--- src/rtl/sfd_pkg.sv ---
package sfd_pkg;

  // Width of the match position reported with every result.
  localparam int MatchIdxW = 6;

  // Meaning of the command field of an input item.
  localparam logic CmdPattern = 1'b0;
  localparam logic CmdText    = 1'b1;

  typedef struct packed {
    logic       command;
    logic [7:0] char_value;
    logic       last;
  } in_item_t;

  typedef struct packed {
    logic [7:0]           out_char;
    logic                 out_last;
    logic                 found;
    logic [MatchIdxW-1:0] match_index;
    logic                 empty_result;
    logic                 overflow;
  } out_item_t;

endpackage

--- src/rtl/sfd_ram.sv ---
module sfd_ram #(
  parameter int Depth = 64,
  parameter int Width = 8,
  localparam int AddrW = (Depth > 1) ? $clog2(Depth) : 1
) (
  input  logic             clk_i,
  input  logic             we_i,
  input  logic [AddrW-1:0] waddr_i,
  input  logic [Width-1:0] wdata_i,
  input  logic [AddrW-1:0] raddr_i,
  output logic [Width-1:0] rdata_o
);

  logic [Width-1:0] mem_q [Depth];
  logic [Width-1:0] rdata_q;

  // One write port and one registered read port.
  always_ff @(posedge clk_i) begin
    if (we_i) begin
      mem_q[waddr_i] <= wdata_i;
    end
    rdata_q <= mem_q[raddr_i];
  end

  assign rdata_o = rdata_q;

endmodule

--- src/rtl/substring_find_and_delete_top.sv ---
// Loading: one pattern or text byte is taken per cycle while the block is idle.
// Search: each byte comparison is a memory read, then a compare; start positions are
// tried left to right up to the first match or the last that fits, after a setup step.
// Output: each remaining text byte is fetched, loaded, then held until it is taken.
// Input is held off from the last text byte until the final result has been taken.
// Reset (asynchronous, active low) empties both runs and clears the overflow flag.
module substring_find_and_delete_top #(
  parameter int MAX_TEXT    = 64,
  parameter int MAX_PATTERN = 32
) (
  input  logic              clk_i,
  input  logic              rst_ni,
  input  logic              in_valid_i,
  output logic              in_ready_o,
  input  sfd_pkg::in_item_t in_item_i,
  output logic              out_valid_o,
  input  logic              out_ready_i,
  output sfd_pkg::out_item_t out_item_o
);

  import sfd_pkg::*;

  // Address and count widths of the two stores. Counts must also hold the full depth.
  localparam int TAW = $clog2(MAX_TEXT);
  localparam int TCW = $clog2(MAX_TEXT + 1);
  localparam int PAW = (MAX_PATTERN > 1) ? $clog2(MAX_PATTERN) : 1;
  localparam int PCW = $clog2(MAX_PATTERN + 1);
  // Width for sums of a text position and a pattern length.
  localparam int SW  = ((TCW > PCW) ? TCW : PCW) + 1;

  typedef enum logic [2:0] {
    StIdle,
    StStart,
    StRead,
    StCompare,
    StEmit,
    StFetch,
    StLoad,
    StOut
  } state_e;

  state_e            state_q;
  logic [TCW-1:0]    tc_q;
  logic [PCW-1:0]    pc_q;
  logic              text_closed_q;
  logic              pat_closed_q;
  logic              dropped_q;
  logic [TCW-1:0]    pos_q;
  logic [PCW-1:0]    k_q;
  logic              hit_q;
  logic [TCW-1:0]    idx_q;
  logic [TCW-1:0]    rem_q;
  out_item_t         out_q;

  logic              in_acc;
  logic [TCW-1:0]    tc_base;
  logic [PCW-1:0]    pc_base;
  logic              t_room;
  logic              p_room;
  logic              t_we;
  logic              p_we;
  logic [7:0]        t_rdata;
  logic [7:0]        p_rdata;
  logic [TAW-1:0]    t_raddr;
  logic [PAW-1:0]    p_raddr;
  logic [SW-1:0]     pos_plus_k;
  logic [SW-1:0]     next_end;
  logic [PCW-1:0]    del;
  logic [SW-1:0]     skip_to;
  logic              skip;
  logic [TCW-1:0]    idx_eff;
  logic [TCW-1:0]    remain;

  // Input is only taken while no search or output run is in progress.
  assign in_ready_o = (state_q == StIdle);
  assign in_acc     = in_valid_i && in_ready_o;

  // A byte that arrives while its run is closed starts a new run at index zero.
  assign tc_base = text_closed_q ? '0 : tc_q;
  assign pc_base = pat_closed_q ? '0 : pc_q;
  assign t_room  = (tc_base < TCW'(MAX_TEXT));
  assign p_room  = (pc_base < PCW'(MAX_PATTERN));
  assign t_we    = in_acc && (in_item_i.command == CmdText) && t_room;
  assign p_we    = in_acc && (in_item_i.command == CmdPattern) && p_room;

  // During the search the text is read at position plus offset and the pattern at
  // the offset. During output the text is read at the next surviving byte, which
  // jumps over the deleted occurrence.
  assign pos_plus_k = SW'(pos_q) + SW'(k_q);
  assign next_end   = SW'(pos_q) + SW'(1) + SW'(pc_q);
  assign del        = hit_q ? pc_q : '0;
  assign skip_to    = SW'(pos_q) + SW'(del);
  assign skip       = hit_q && (del != '0) && (idx_q == pos_q);
  assign idx_eff    = skip ? skip_to[TCW-1:0] : idx_q;
  assign remain     = TCW'(SW'(tc_q) - SW'(del));
  assign t_raddr    = (state_q == StFetch) ? idx_eff[TAW-1:0] : pos_plus_k[TAW-1:0];
  assign p_raddr    = k_q[PAW-1:0];

  sfd_ram #(
    .Depth(MAX_TEXT),
    .Width(8)
  ) u_text_ram (
    .clk_i  (clk_i),
    .we_i   (t_we),
    .waddr_i(tc_base[TAW-1:0]),
    .wdata_i(in_item_i.char_value),
    .raddr_i(t_raddr),
    .rdata_o(t_rdata)
  );

  sfd_ram #(
    .Depth(MAX_PATTERN),
    .Width(8)
  ) u_pat_ram (
    .clk_i  (clk_i),
    .we_i   (p_we),
    .waddr_i(pc_base[PAW-1:0]),
    .wdata_i(in_item_i.char_value),
    .raddr_i(p_raddr),
    .rdata_o(p_rdata)
  );

  always_ff @(posedge clk_i or negedge rst_ni) begin
    if (!rst_ni) begin
      state_q       <= StIdle;
      tc_q          <= '0;
      pc_q          <= '0;
      text_closed_q <= 1'b1;
      pat_closed_q  <= 1'b1;
      dropped_q     <= 1'b0;
      pos_q         <= '0;
      k_q           <= '0;
      hit_q         <= 1'b0;
      idx_q         <= '0;
      rem_q         <= '0;
      out_q         <= '0;
    end else begin
      unique case (state_q)
        StIdle: begin
          if (in_acc) begin
            if (in_item_i.command == CmdPattern) begin
              // Bytes beyond capacity are dropped but still close the run.
              pc_q         <= p_room ? pc_base + PCW'(1) : pc_base;
              dropped_q    <= dropped_q || !p_room;
              pat_closed_q <= in_item_i.last;
            end else begin
              tc_q          <= t_room ? tc_base + TCW'(1) : tc_base;
              dropped_q     <= dropped_q || !t_room;
              text_closed_q <= in_item_i.last;
              if (in_item_i.last) begin
                state_q <= StStart;
              end
            end
          end
        end
        StStart: begin
          // An empty pattern matches at index zero; a pattern longer than the
          // text cannot match at all.
          pos_q <= '0;
          k_q   <= '0;
          if (SW'(pc_q) > SW'(tc_q)) begin
            hit_q   <= 1'b0;
            state_q <= StEmit;
          end else if (pc_q == '0) begin
            hit_q   <= 1'b1;
            state_q <= StEmit;
          end else begin
            state_q <= StRead;
          end
        end
        StRead: begin
          state_q <= StCompare;
        end
        StCompare: begin
          if (t_rdata == p_rdata) begin
            if (k_q + PCW'(1) == pc_q) begin
              hit_q   <= 1'b1;
              state_q <= StEmit;
            end else begin
              k_q     <= k_q + PCW'(1);
              state_q <= StRead;
            end
          end else begin
            k_q <= '0;
            if (next_end > SW'(tc_q)) begin
              hit_q   <= 1'b0;
              state_q <= StEmit;
            end else begin
              pos_q   <= pos_q + TCW'(1);
              state_q <= StRead;
            end
          end
        end
        StEmit: begin
          idx_q <= '0;
          rem_q <= remain;
          if (remain == '0) begin
            // Nothing survives the deletion: a single empty marker.
            out_q.out_char     <= '0;
            out_q.out_last     <= 1'b1;
            out_q.found        <= hit_q;
            out_q.match_index  <= hit_q ? MatchIdxW'(pos_q) : '0;
            out_q.empty_result <= 1'b1;
            out_q.overflow     <= dropped_q;
            state_q            <= StOut;
          end else begin
            state_q <= StFetch;
          end
        end
        StFetch: begin
          idx_q   <= idx_eff + TCW'(1);
          state_q <= StLoad;
        end
        StLoad: begin
          out_q.out_char     <= t_rdata;
          out_q.out_last     <= (rem_q == TCW'(1));
          out_q.found        <= hit_q;
          out_q.match_index  <= hit_q ? MatchIdxW'(pos_q) : '0;
          out_q.empty_result <= 1'b0;
          out_q.overflow     <= dropped_q;
          rem_q              <= rem_q - TCW'(1);
          state_q            <= StOut;
        end
        StOut: begin
          if (out_ready_i) begin
            if (out_q.out_last) begin
              // The overflow flag lives until the run that reported it is out.
              dropped_q <= 1'b0;
              state_q   <= StIdle;
            end else begin
              state_q <= StFetch;
            end
          end
        end
        default: begin
          state_q <= StIdle;
        end
      endcase
    end
  end

  assign out_valid_o = (state_q == StOut);
  assign out_item_o  = out_q;

endmodule

--- config.mk ---
export PLATFORM = sky130hd
export DESIGN_NAME = substring_find_and_delete_top
export DESIGN_NICKNAME = d
export VERILOG_FILES = /design/src/rtl/sfd_pkg.sv /design/src/rtl/sfd_ram.sv /design/src/rtl/substring_find_and_delete_top.sv
export SDC_FILE = /design/constraint.sdc
export NUM_CORES = 1
export LEC_CHECK = 0
export ABC_AREA = 1
export BUFFER_PORTS_ARGS = -buffer_cell sky130_fd_sc_hd__buf_2
export CAP_MARGIN = 10
export CORE_UTILIZATION = 30
export DETAILED_ROUTE_END_ITERATION = 8
export PLACE_DENSITY_LB_ADDON = 0.3
export SLEW_MARGIN = 15
export SYNTH_ARGS = -nofsm -noshare
export SYNTH_HDL_FRONTEND = slang
export SYNTH_SLANG_ARGS = --single-unit
--- constraint.sdc ---
create_clock -name clk_i -period 4.21 [get_ports clk_i]
set_input_delay 0.2105 -clock clk_i [delete_from_list [all_inputs] [get_ports clk_i]]
set_output_delay 0.2105 -clock clk_i [all_outputs]
set_load 0.05 [all_outputs]
=== Word level (Yosys, flattened, before mapping) ===
Memory sizes are Yosys's and may differ from the RTL's. A register that Yosys moved wholly into a read port is not among the register bits.
Cells that the tools add are included.

* Register bits: 65
* Memory bits (writable): 768
* Output and inout bits: 20
* Logic and storage cells: 130
* Memories kept: 2

* Add/sub/neg operators: 11
* $lt $le $gt $ge: 4
* Eq/ne operators: 23
* Multiplexer cells: 45
* Bitwise operators: 1
* Reductions and logical operators: 27

{| class="wikitable"
|+ Memories
! name !! depth !! width !! read ports !! clocked after memory_dff !! wr ports !! line !! source
|-
| u_text_ram.mem_q || 64 || 8 || 1 || 1 || 1 || sfd_ram.sv:14 || <nowiki>logic [Width-1:0] mem_q [Depth];</nowiki>
|-
| u_pat_ram.mem_q || 32 || 8 || 1 || 1 || 1 || sfd_ram.sv:14 ||
|}

{| class="wikitable"
|+ Operators by type and width
! cell !! number
|-
| 2-to-1 mux 6 bit || 7
|-
| case mux 7 bit (2 select lines) || 3
|-
| case mux 18 bit (2 select lines) || 1
|-
| 2-to-1 mux 7 bit || 5
|-
| 2-to-1 mux 3 bit || 10
|-
| case mux 3 bit (8 select lines) || 1
|-
| adder 7 x 1 -> 7 bit, second input constant || 3
|-
| 2-to-1 mux 18 bit || 1
|-
| 2-to-1 mux 1 bit || 13
|-
| adder 6 x 1 -> 6 bit, second input constant || 2
|-
| equality test 3 bit, second input constant || 4
|-
| inequality test 3 bit, second input constant || 4
|-
| case mux 6 bit (2 select lines) || 1
|-
| AND reduction 4 bit || 3
|-
| inequality test 2 x 1 -> 1 bit, second input constant || 5
|-
| AND reduction 3 bit || 3
|-
| adder 7 x 1 -> 8 bit, second input constant || 1
|-
| adder 8 x 6 -> 8 bit || 1
|-
| equality test 8 bit || 1
|-
| > comparator 8 x 7 -> 1 bit || 1
|-
| nonzero test 2 bit || 4
|-
| adder 7 x 6 -> 7 bit || 1
|-
| equality test 7 x 1 -> 1 bit, second input constant || 1
|-
| equality test 7 bit || 1
|-
| other kinds (21) || 34
|}

=== Logic depth before layout (Yosys ltp) ===
Gate-level depths: netlist of run 1.

* Depth after elaboration: 7
* Depth in mapped cells: 20
* Gate-level depth less buffers: 18

=== Cells and area by module ===
From an unflattened synthesis of run 1, not the netlist that was laid out.

* Cells, all modules: 3496
* Area total of the unflattened synthesis: 37474.7 um^2

{| class="wikitable"
|+ By module, submodules not included
! module !! times used !! cells an instance !! area an instance (um^2) !! sequential area each (um^2)
|-
| sfd_ram (u_text_ram) || 1 || 1805 || 21339.2 || 15534.9
|-
| sfd_ram (u_pat_ram) || 1 || 922 || 10786.6 || 7847.5
|-
| substring_find_and_delete_top || 1 || 769 || 5348.9 || 1629.1
|}

=== Worst setup path after synthesis of run 1 ===
Ideal clock, no wire load.

* Path type: register to register
* Start: register state_q[1]
* End: memory u_text_ram.mem_q[63][0] (enable)
* Data arrival time: 3.338 ns
* Slack: 0.474 ns
* Stages on the path, launching flop included: 7
* Path buffers: 1
* Clock period less this slack: 3.736 ns
* Cell sequence: dfrtp_1 > buf_2 > nor3_1 > nand2_1 > nor2_2 > inv_1 > nor4_1

* Cells in the longest elaborated chain, start to end: 6

{| class="wikitable"
|+ RTL lines
! what !! line !! source
|-
| from (decl) || substring_find_and_delete_top.sv:42 || <nowiki>state_e state_q;</nowiki>
|-
| from (signal assigned) || substring_find_and_delete_top.sv:125 || <nowiki>state_q <= StIdle;</nowiki>
|-
| from (signal assigned) || substring_find_and_delete_top.sv:151 || <nowiki>state_q <= StStart;</nowiki>
|-
| from (signal assigned) || substring_find_and_delete_top.sv:163 || <nowiki>state_q <= StEmit;</nowiki>
|-
| logical NOT 3 bit || substring_find_and_delete_top.sv:75 || <nowiki>assign in_ready_o = (state_q == StIdle);</nowiki>
|-
| named net in_ready_o || substring_find_and_delete_top.sv:14 || <nowiki>output logic in_ready_o,</nowiki>
|-
| logical AND 1 bit || substring_find_and_delete_top.sv:76 || <nowiki>assign in_acc = in_valid_i && in_ready_o;</nowiki>
|-
| logical AND 1 bit (2 in a row) || substring_find_and_delete_top.sv:83 || <nowiki>assign t_we = in_acc && (in_item_i.command == CmdText) && t_room;</nowiki>
|-
| 2-to-1 mux 1 bit || sfd_ram.sv:19 || <nowiki>if (we_i) begin</nowiki>
|-
| 2-to-1 mux 1 bit (implied by the code) || sfd_ram.sv:20 || <nowiki>mem_q[waddr_i] <= wdata_i;</nowiki>
|-
| to (decl) || sfd_ram.sv:14 ||
|}

The timed path passes the listed nets, and every way through them passes these cells.

=== Worst setup path in the final report of run 1 ===
* Start: register pos_q[1]
* End: register u_text_ram.rdata_q[1], in the netlist u_text_ram.rdata_o[1] (read register of u_text_ram.mem_q)

* Cells in the longest elaborated chain, start to end: 4

{| class="wikitable"
|+ RTL lines
! what !! line !! source
|-
| from (decl) || substring_find_and_delete_top.sv:48 || <nowiki>logic [TCW-1:0] pos_q;</nowiki>
|-
| from (signal assigned) || substring_find_and_delete_top.sv:189 || <nowiki>pos_q <= pos_q + TCW'(1);</nowiki>
|-
| parallel branches: the longest is 3 deep, another holds adder 7 x 6 -> 7 bit || n/a ||
|-
| 2-to-1 mux 6 bit * || substring_find_and_delete_top.sv:96 || <nowiki>assign t_raddr = (state_q == StFetch) ? idx_eff[TAW-1:0] : pos_plus_k[TAW-1:0];</nowiki>
|-
| to (decl) || sfd_ram.sv:15 || <nowiki>logic [Width-1:0] rdata_q;</nowiki>
|}

Mark *: on every way between the ends.
A chain may end at the register's enable or synchronous reset.

==> flow_summary.toml, run 1 <==
[outcome]
status = "finished, final reports clean"

[place]
post-place-ws_ns = 0.599
place_hpwl_um = 64200
numPortBuffers = 33
routabilityCongestion = 0.870
place_inst = 5134

[clock_network]
cts_root_buf = "clkbuf_16"
cts_buffer_depth = 3
htree_num_levels = 3
clk_pin_slew_ns = 0.06
clk_latency_ns = 0.71
clock-sinks = 849
post_cts_resized = 0
cts_tree = "yes"
cts_buffers = 89

[power]
p_clk_share_pct = 30.4
ir_drop_mv = 0.396
p_sw_share_pct = 37.1
p_sw_uw = 9770
pwr-share-seq_pct = 37.8
p_int_uw = 16600
power_leakage_uw = 0.0165
power.density_nw_per_um2 = 603
comb_power_share_pct = 31.8

[logic_synthesis]
yosysMostFrequentCell = "edfxtp_1"
synth_common_cells = "edfxtp_1, nand3_1, nand2_1, inv_1, nor2_1"
syn-num-nets = 3589
ys_seq_area_share_pct = 65.5
synth_flop_cell = "edfxtp_1"
yosysUniqueCellTypes = 51
synth_area_leaders = "edfxtp_1, nand3_1, nand2_1"
yosys_warnings = 0
syn_inst = 3525
synth_seq_cells = 849
synth_top_cell_by_area = "edfxtp_1"
synthArstFlopShare_pct = 7.66
avgSynthCellArea_um2 = 10.8
syn_area_um2 = 38200
synth_top_area_share_pct = 60.4
synth_edf_count = 768

[critical_path]
reg2reg_to = "u_text_ram.rdata_o[1]"
worst-path-max-fanout = 66
r2r-start = "pos_q[1]"
ff2ff_path_depth = 19
crit_start = "pos_q[1]"
rrSetupSlack_ns = 0.58
path_class = "reg2reg"
crit_end = "u_text_ram.rdata_o[1]"
start_kind = "register"
arrival_ns = 4.22
end_kind = "register"
worstPathRequired_ns = 4.79

[timing]
fmax_mhz = 275
worst_slack_ns = 0.576
relSlewSlack_pct = 31.7
tns_ns = 0
rsz0062_at_grt = "no"
finalMaxSlewViolations = 0
setup_viol = 0
hold_viol_final = 0
worstMarginPinSlew_ns = 1.02
post-route-period-util_pct = 86.3
layout_min_cycle_time_ns = 3.63
skew_ns = 0.0431

[floorplanning]
die-area_um2 = 129000
num_rows = 130
die_h_um = 359
die_w_um = 359
coreArea_um2 = 126000
initial_core_util_pct = 30.3
num_io_pins = 34

[drt]
vias_per_cell = 4.96
vias = 26300
drt-initial-drc-count = 2797
drc = 0
final_antenna_net_count = 0
routedWlPerCell_um = 20.6
dr.pass1.iters = 6
wirelength_um = 109000

[job]
cap_violations = 0

[global_routing]
first_global_vias = 25400
antenna_found_initial = 1
grt_pass1_wl_um = 165000
track_usage_pct = 16.7
grt_max_degree = 123
overflow = 0

[layout]
antenna_cells = 0
fin_cells = 5304
synthToLayoutAreaGrowth_pct = 14.4
layout-drive-gt1-share_pct = 9.09
nNetsFinal = 3645

[hold_path]
hold_class = "in2reg"
[power groups by stage]
stage | Sequential [µW] | Clock [µW] | Combinational (µW)
4_1_cts | 9940 | 8160 | 8390
5_1_grt | 9980 | 8460 | 9260
3_5_place_dp | 10100 | 0 | 8360
3_3_place_gp | 10100 | 0 | 8310
6_report | 9950 | 8010 | 8370
2_1_floorplan | 10100 | 0 | 5570
[cell families after synthesis]
family	share of synthesized area, %
AOI/OAI and AO/OA	5.32
xor gates and xnor gates	0.963
adders and majority gates	1.72
buffers and inverters	6.28
DFF	65.5
and+or+nand+nor	20.3
[through the flow]
stage | area, µm² | power [µW] | hold WS [ns] | utilization [%]
4_1_cts | 43700 | 26500 | 0.0796 | 34.7
3_3_place_gp | 40700 | 18400 | 0.414 | 32.3
5_1_grt | 43700 | 27700 | 0.100 | 34.7
6_report | 43700 | 26300 | 0.0935 | 34.7
2_1_floorplan | 38200 | 15700 | -0.0851 | -
3_5_place_dp | 40700 | 18500 | 0.410 | 32.3
[layer usage]
metal	part of all wire [%]	track usage (%)	vias to the layer above
li1	-	-	12400
met1	46	23.5	13000
met2	46	26.4	775
met3	6.0	3.15	149
met4	2.1	3.85	0
met5	0	0	-
[cell usage in the layout, fill, tap and decap left out, drive strengths merged, types with 63 or more instances in the layout]
cell type	n
nand2	506
o22ai	80
inv	387
edfxtp	768
o21ai	208
clkbuf	112
nand3	583
nand3b	188
dfrtp	63
nor2	321
buf	157
[area by class of cell]
class,instances,area [µm²]
sequential,849,25000
inverter,384,1440
clock inverter,52,533
fill,12500,82400
multi-input combinational,2094,10900
timing repair buffer,163,1390
tap,1650,2060
clock buffer,112,2390
[repair_timing]
action                    4_1_cts  5_1_grt
hold endpoints to repair       69        0
buffers inserted                0        0
hold buffers                    6        0
[critical path, stage by stage, from the launching register on]
cell and delay [ns]:
dfrtp_1 0.72, inv_2 0.15, nand2_1 0.12, nand2_1 0.06, clkinv_1 0.04, nand2_1 0.07
nor2_4 0.17, nand3_4 0.13, nand2_2 0.11, nand3_4 0.19, nand2_8 0.38, buf_12 0.35
buf_4 0.23, nand2_1 0.06, nand3_1 0.08, nand3_1 0.08, nand3_1 0.10, nand3_1 0.22
nand3_1 0.15, nand2_1 0.06
[registers in the layout, indices dropped and copies added, names as in the netlist]
signal,flops
dropped_q,1
hit_q,1
idx_q,7
k_q,6
out_item_o,18
pat_closed_q,1
pc_q,6
pos_q,7
rem_q,7
state_q,3
tc_q,7
text_closed_q,1
u_pat_ram.mem_q,256
u_pat_ram.rdata_o,8
u_text_ram.mem_q,512
u_text_ram.rdata_o,8
[worst min path at each step]
stage,startpoint,to,slack [ns],depth (start not counted)
detailed placement,rst_ni,out_item_o[8],0.41,1
global route,in_item_i[3],u_text_ram.mem_q[19][2],0.10,1
global placement,rst_ni,out_item_o[8],0.41,1
finish,in_item_i[3],u_pat_ram.mem_q[27][2],0.09,1
CTS,in_item_i[3],u_text_ram.mem_q[19][2],0.08,1
floorplan,rst_ni,dropped_q,-0.09,0
Note: power is estimated with default switching activity, not from simulation.
==> run 2, diff against run 1 <==
--- a/config.mk
+++ b/config.mk
@@ -5,11 +5,13 @@
 export SDC_FILE = /design/constraint.sdc
 export NUM_CORES = 1
 export LEC_CHECK = 0
-export ABC_AREA = 1
+export ABC_AREA = 0
 export BUFFER_PORTS_ARGS = -buffer_cell sky130_fd_sc_hd__buf_2
 export CAP_MARGIN = 10
 export CORE_UTILIZATION = 30
+export CTS_CLUSTER_DIAMETER = 80
 export DETAILED_ROUTE_END_ITERATION = 8
+export HOLD_SLACK_MARGIN = 0.1
 export PLACE_DENSITY_LB_ADDON = 0.3
 export SLEW_MARGIN = 15
 export SYNTH_ARGS = -nofsm -noshare
==> run 2 against run 1 <==
Compared with the run above:
- worst setup slack worse by 0.43 ns
- global-route usage is 1.7 points lower
- clock-buffer cell count is 12 higher
- die area is 8.5% lower
- critical path depth is 7 lower
- via count is 27% lower
- largest power group unchanged
- total power is 12% lower
- hold slack better by 0.058 ns
- highest routed layer unchanged
- synthesized area is 8.5% lower
- clock power is 3.7% lower
- core utilization is 0.85 points higher
==> flow_summary.toml, run 2 <==
[critical_path]
start_kind = "register"
crit_chain = "or3_1, or4_4, nor3b_4, mux2i_4, o21ai_4, buf_12, buf_12, buf_4, mux2i_1, o22ai_1, o41ai_1, o2111ai_1"
critPathMaxStageDelay_ns = 0.63
path_common_cell = "buf_12"
arrival_ns = 4.55
critPathBufInv = 3
worstPathRequired_ns = 4.70
worst-path-max-fanout = 36
path_class = "reg2reg"
crit_family = "compound AO/OA/AOI/OAI gates"
end_kind = "register"
critPathSlowestCell = "o41ai_1"

[logic_synthesis]
syn_area_um2 = 35000
synth_flop_cell = "edfxtp_1"
yosys_warnings = 0
synth_seq_cells = 849
syn_inst = 2096
avgSynthCellArea_um2 = 16.7
yosysMostFrequentCell = "edfxtp_1"
syn-num-nets = 2160
ys_seq_area_share_pct = 71.6
synth_common_cells = "edfxtp_1, mux2i_1, nor2_1, o22ai_1, nand2_1"
synth_edf_count = 768
yosysUniqueCellTypes = 68
synth_area_leaders = "edfxtp_1, mux2i_1, mux4_2"
synthArstFlopShare_pct = 7.66
synth_top_cell_by_area = "edfxtp_1"
synth_top_area_share_pct = 66.0

[power]
power.density_nw_per_um2 = 566
p_int_uw = 16200
p_sw_share_pct = 29.9
pwr-share-seq_pct = 42.1
power_leakage_uw = 0.0135
comb_power_share_pct = 24.5
ir_drop_mv = 0.343
p_clk_share_pct = 33.4
p_sw_uw = 6900

[layout]
nNetsFinal = 2343
layout-drive-gt1-share_pct = 18.5
antenna_cells = 0
regMostFlops = "u_text_ram.mem_q"
synthToLayoutAreaGrowth_pct = 16.8
largest_reg_flops = 512
final_cell_mix = "edfxtp_1, mux2i_1, buf_4"
fin_cells = 3865
final_common_cell = "edfxtp_1"

[timing]
post-route-period-util_pct = 96.5
setup_viol = 0
finalMaxSlewViolations = 0
relSlewSlack_pct = 19.8
worstMarginPinSlew_ns = 1.20
tns_ns = 0
layout_min_cycle_time_ns = 4.06
hold_viol_final = 0
skew_ns = 0.0162
fmax_mhz = 246

[clock_network]
cts_tree = "yes"
clk_pin_slew_ns = 0.06
cts_root_buf = "clkbuf_16"
cts_buffer_depth = 3
cts_buffers = 88
clk_latency_ns = 0.65
htree_num_levels = 3
clock-sinks = 849

[place]
numPortBuffers = 33
routabilityCongestion = 0.866
place_hpwl_um = 57700
place_inst = 3691

[global_routing]
track_usage_pct = 15.0
grt_pass1_wl_um = 131000
grtUsageMet1_pct = 20.3
grt.met3_usage_pct = 2.34
overflow = 0
met2_usage_pct = 24.3
grt_max_degree = 97
first_global_vias = 19600
busiest_layer = "met2"
antenna_found_initial = 0

[drt]
drc = 0
drt-initial-drc-count = 1467
vias_per_cell = 4.98
wirelength_um = 88600
vias = 19300
dr.pass1.iters = 5
routedWlPerCell_um = 22.9
final_antenna_net_count = 0

[outcome]
status = "finished, final reports clean"

[floorplanning]
initial_core_util_pct = 30.4
num_rows = 124
coreArea_um2 = 115000
die_h_um = 343
die_w_um = 343
die-area_um2 = 118000
num_io_pins = 34

[job]
cap_violations = 0

[hold_path]
hold_class = "in2reg"
-- run 2: final timing paths --
| kind | slack [ns] | startpoint | end | depth (start not counted) |
|---|---|---|---|---|
| setup / recovery | 0.15 | pc_q[2] | u_text_ram.rdata_o[6] | 12 |
| hold / removal | 0.15 | in_item_i[3] | u_text_ram.mem_q[56][2] | 1 |
| min in group asynchronous | 0.19 | rst_ni | out_item_o[6] | 2 |
| hold reg to reg | 0.48 | out_item_o[1] | out_item_o[1] | 1 |
| setup reg to reg | 0.15 | pc_q[2] | u_text_ram.rdata_o[6] | 12 |
| max in group asynchronous | 2.96 | rst_ni | k_q[0] | 3 |
-- run 2: metal layers --
layer	up-vias	share of wire, %
li1	8654	-
met1	9937	45
met2	522	48
met3	151	4.9
met4	0	3.0
met5	-	0
-- run 2: cells by family after synthesis --
kind of cell / share of synthesized area [%]
adders and majority gates: 1.88
xor gates and xnor gates: 1.23
muxes: 13.6
and+or+nand+nor: 4.46
buffers and inverters: 1.87
DFF: 71.6
AOI/OAI and AO/OA: 5.45
-- run 2: what timing repair did --
item,CTS,global route
resized for setup,8,1
hold endpoints to repair,65,0
pin swaps,0,1
endpoints found under the setup margin,6,8
hold buffers,8,0
setup buffers,0,2
-- run 2: final cells by class --
class | instances | area, µm²
Timing Repair Buffer | 194 | 1540
Tap cell | 1512 | 1890
Inverter | 46 | 173
Sequential cell | 849 | 25000
Clock buffer | 124 | 2480
Fill cell | 10800 | 74100
Multi-Input combinational cell | 1100 | 9350
Clock inverter | 40 | 374
-- run 2: power groups by stage --
stage                     Sequential, µW  Combinational [µW]  Clock, µW
after global routing                9740                6090       8170
after floorplan                     9910                3660          0
after CTS                           9710                5680       7880
after global placement              9880                5530          0
after detailed placement            9880                5620          0
final                               9730                5670       7710
-- run 2: per-stage QoR --
step	setup slack (ns)	power [µW]	cell area, µm²	hold WS [ns]	utilization, %
6_report	0.149	23100	40800	0.152	35.5
5_1_grt	-0.00329	24000	40800	0.157	35.5
4_1_cts	0.0335	23300	40800	0.114	35.5
3_5_place_dp	-0.308	15500	37800	0.345	32.9
3_3_place_gp	-0.274	15400	37800	0.333	32.9
2_1_floorplan	0.470	13600	35000	-0.0851	-
-- run 2: worst reg2reg max path: stages (launching register included) --
cell and delay [ns]:
dfrtp_1 0.38, or3_1 0.40, or4_4 0.49, nor3b_4 0.23
mux2i_4 0.22, o21ai_4 0.27, buf_12 0.20, buf_12 0.28
buf_4 0.28, mux2i_1 0.20, o22ai_1 0.13, o41ai_1 0.63
o2111ai_1 0.20
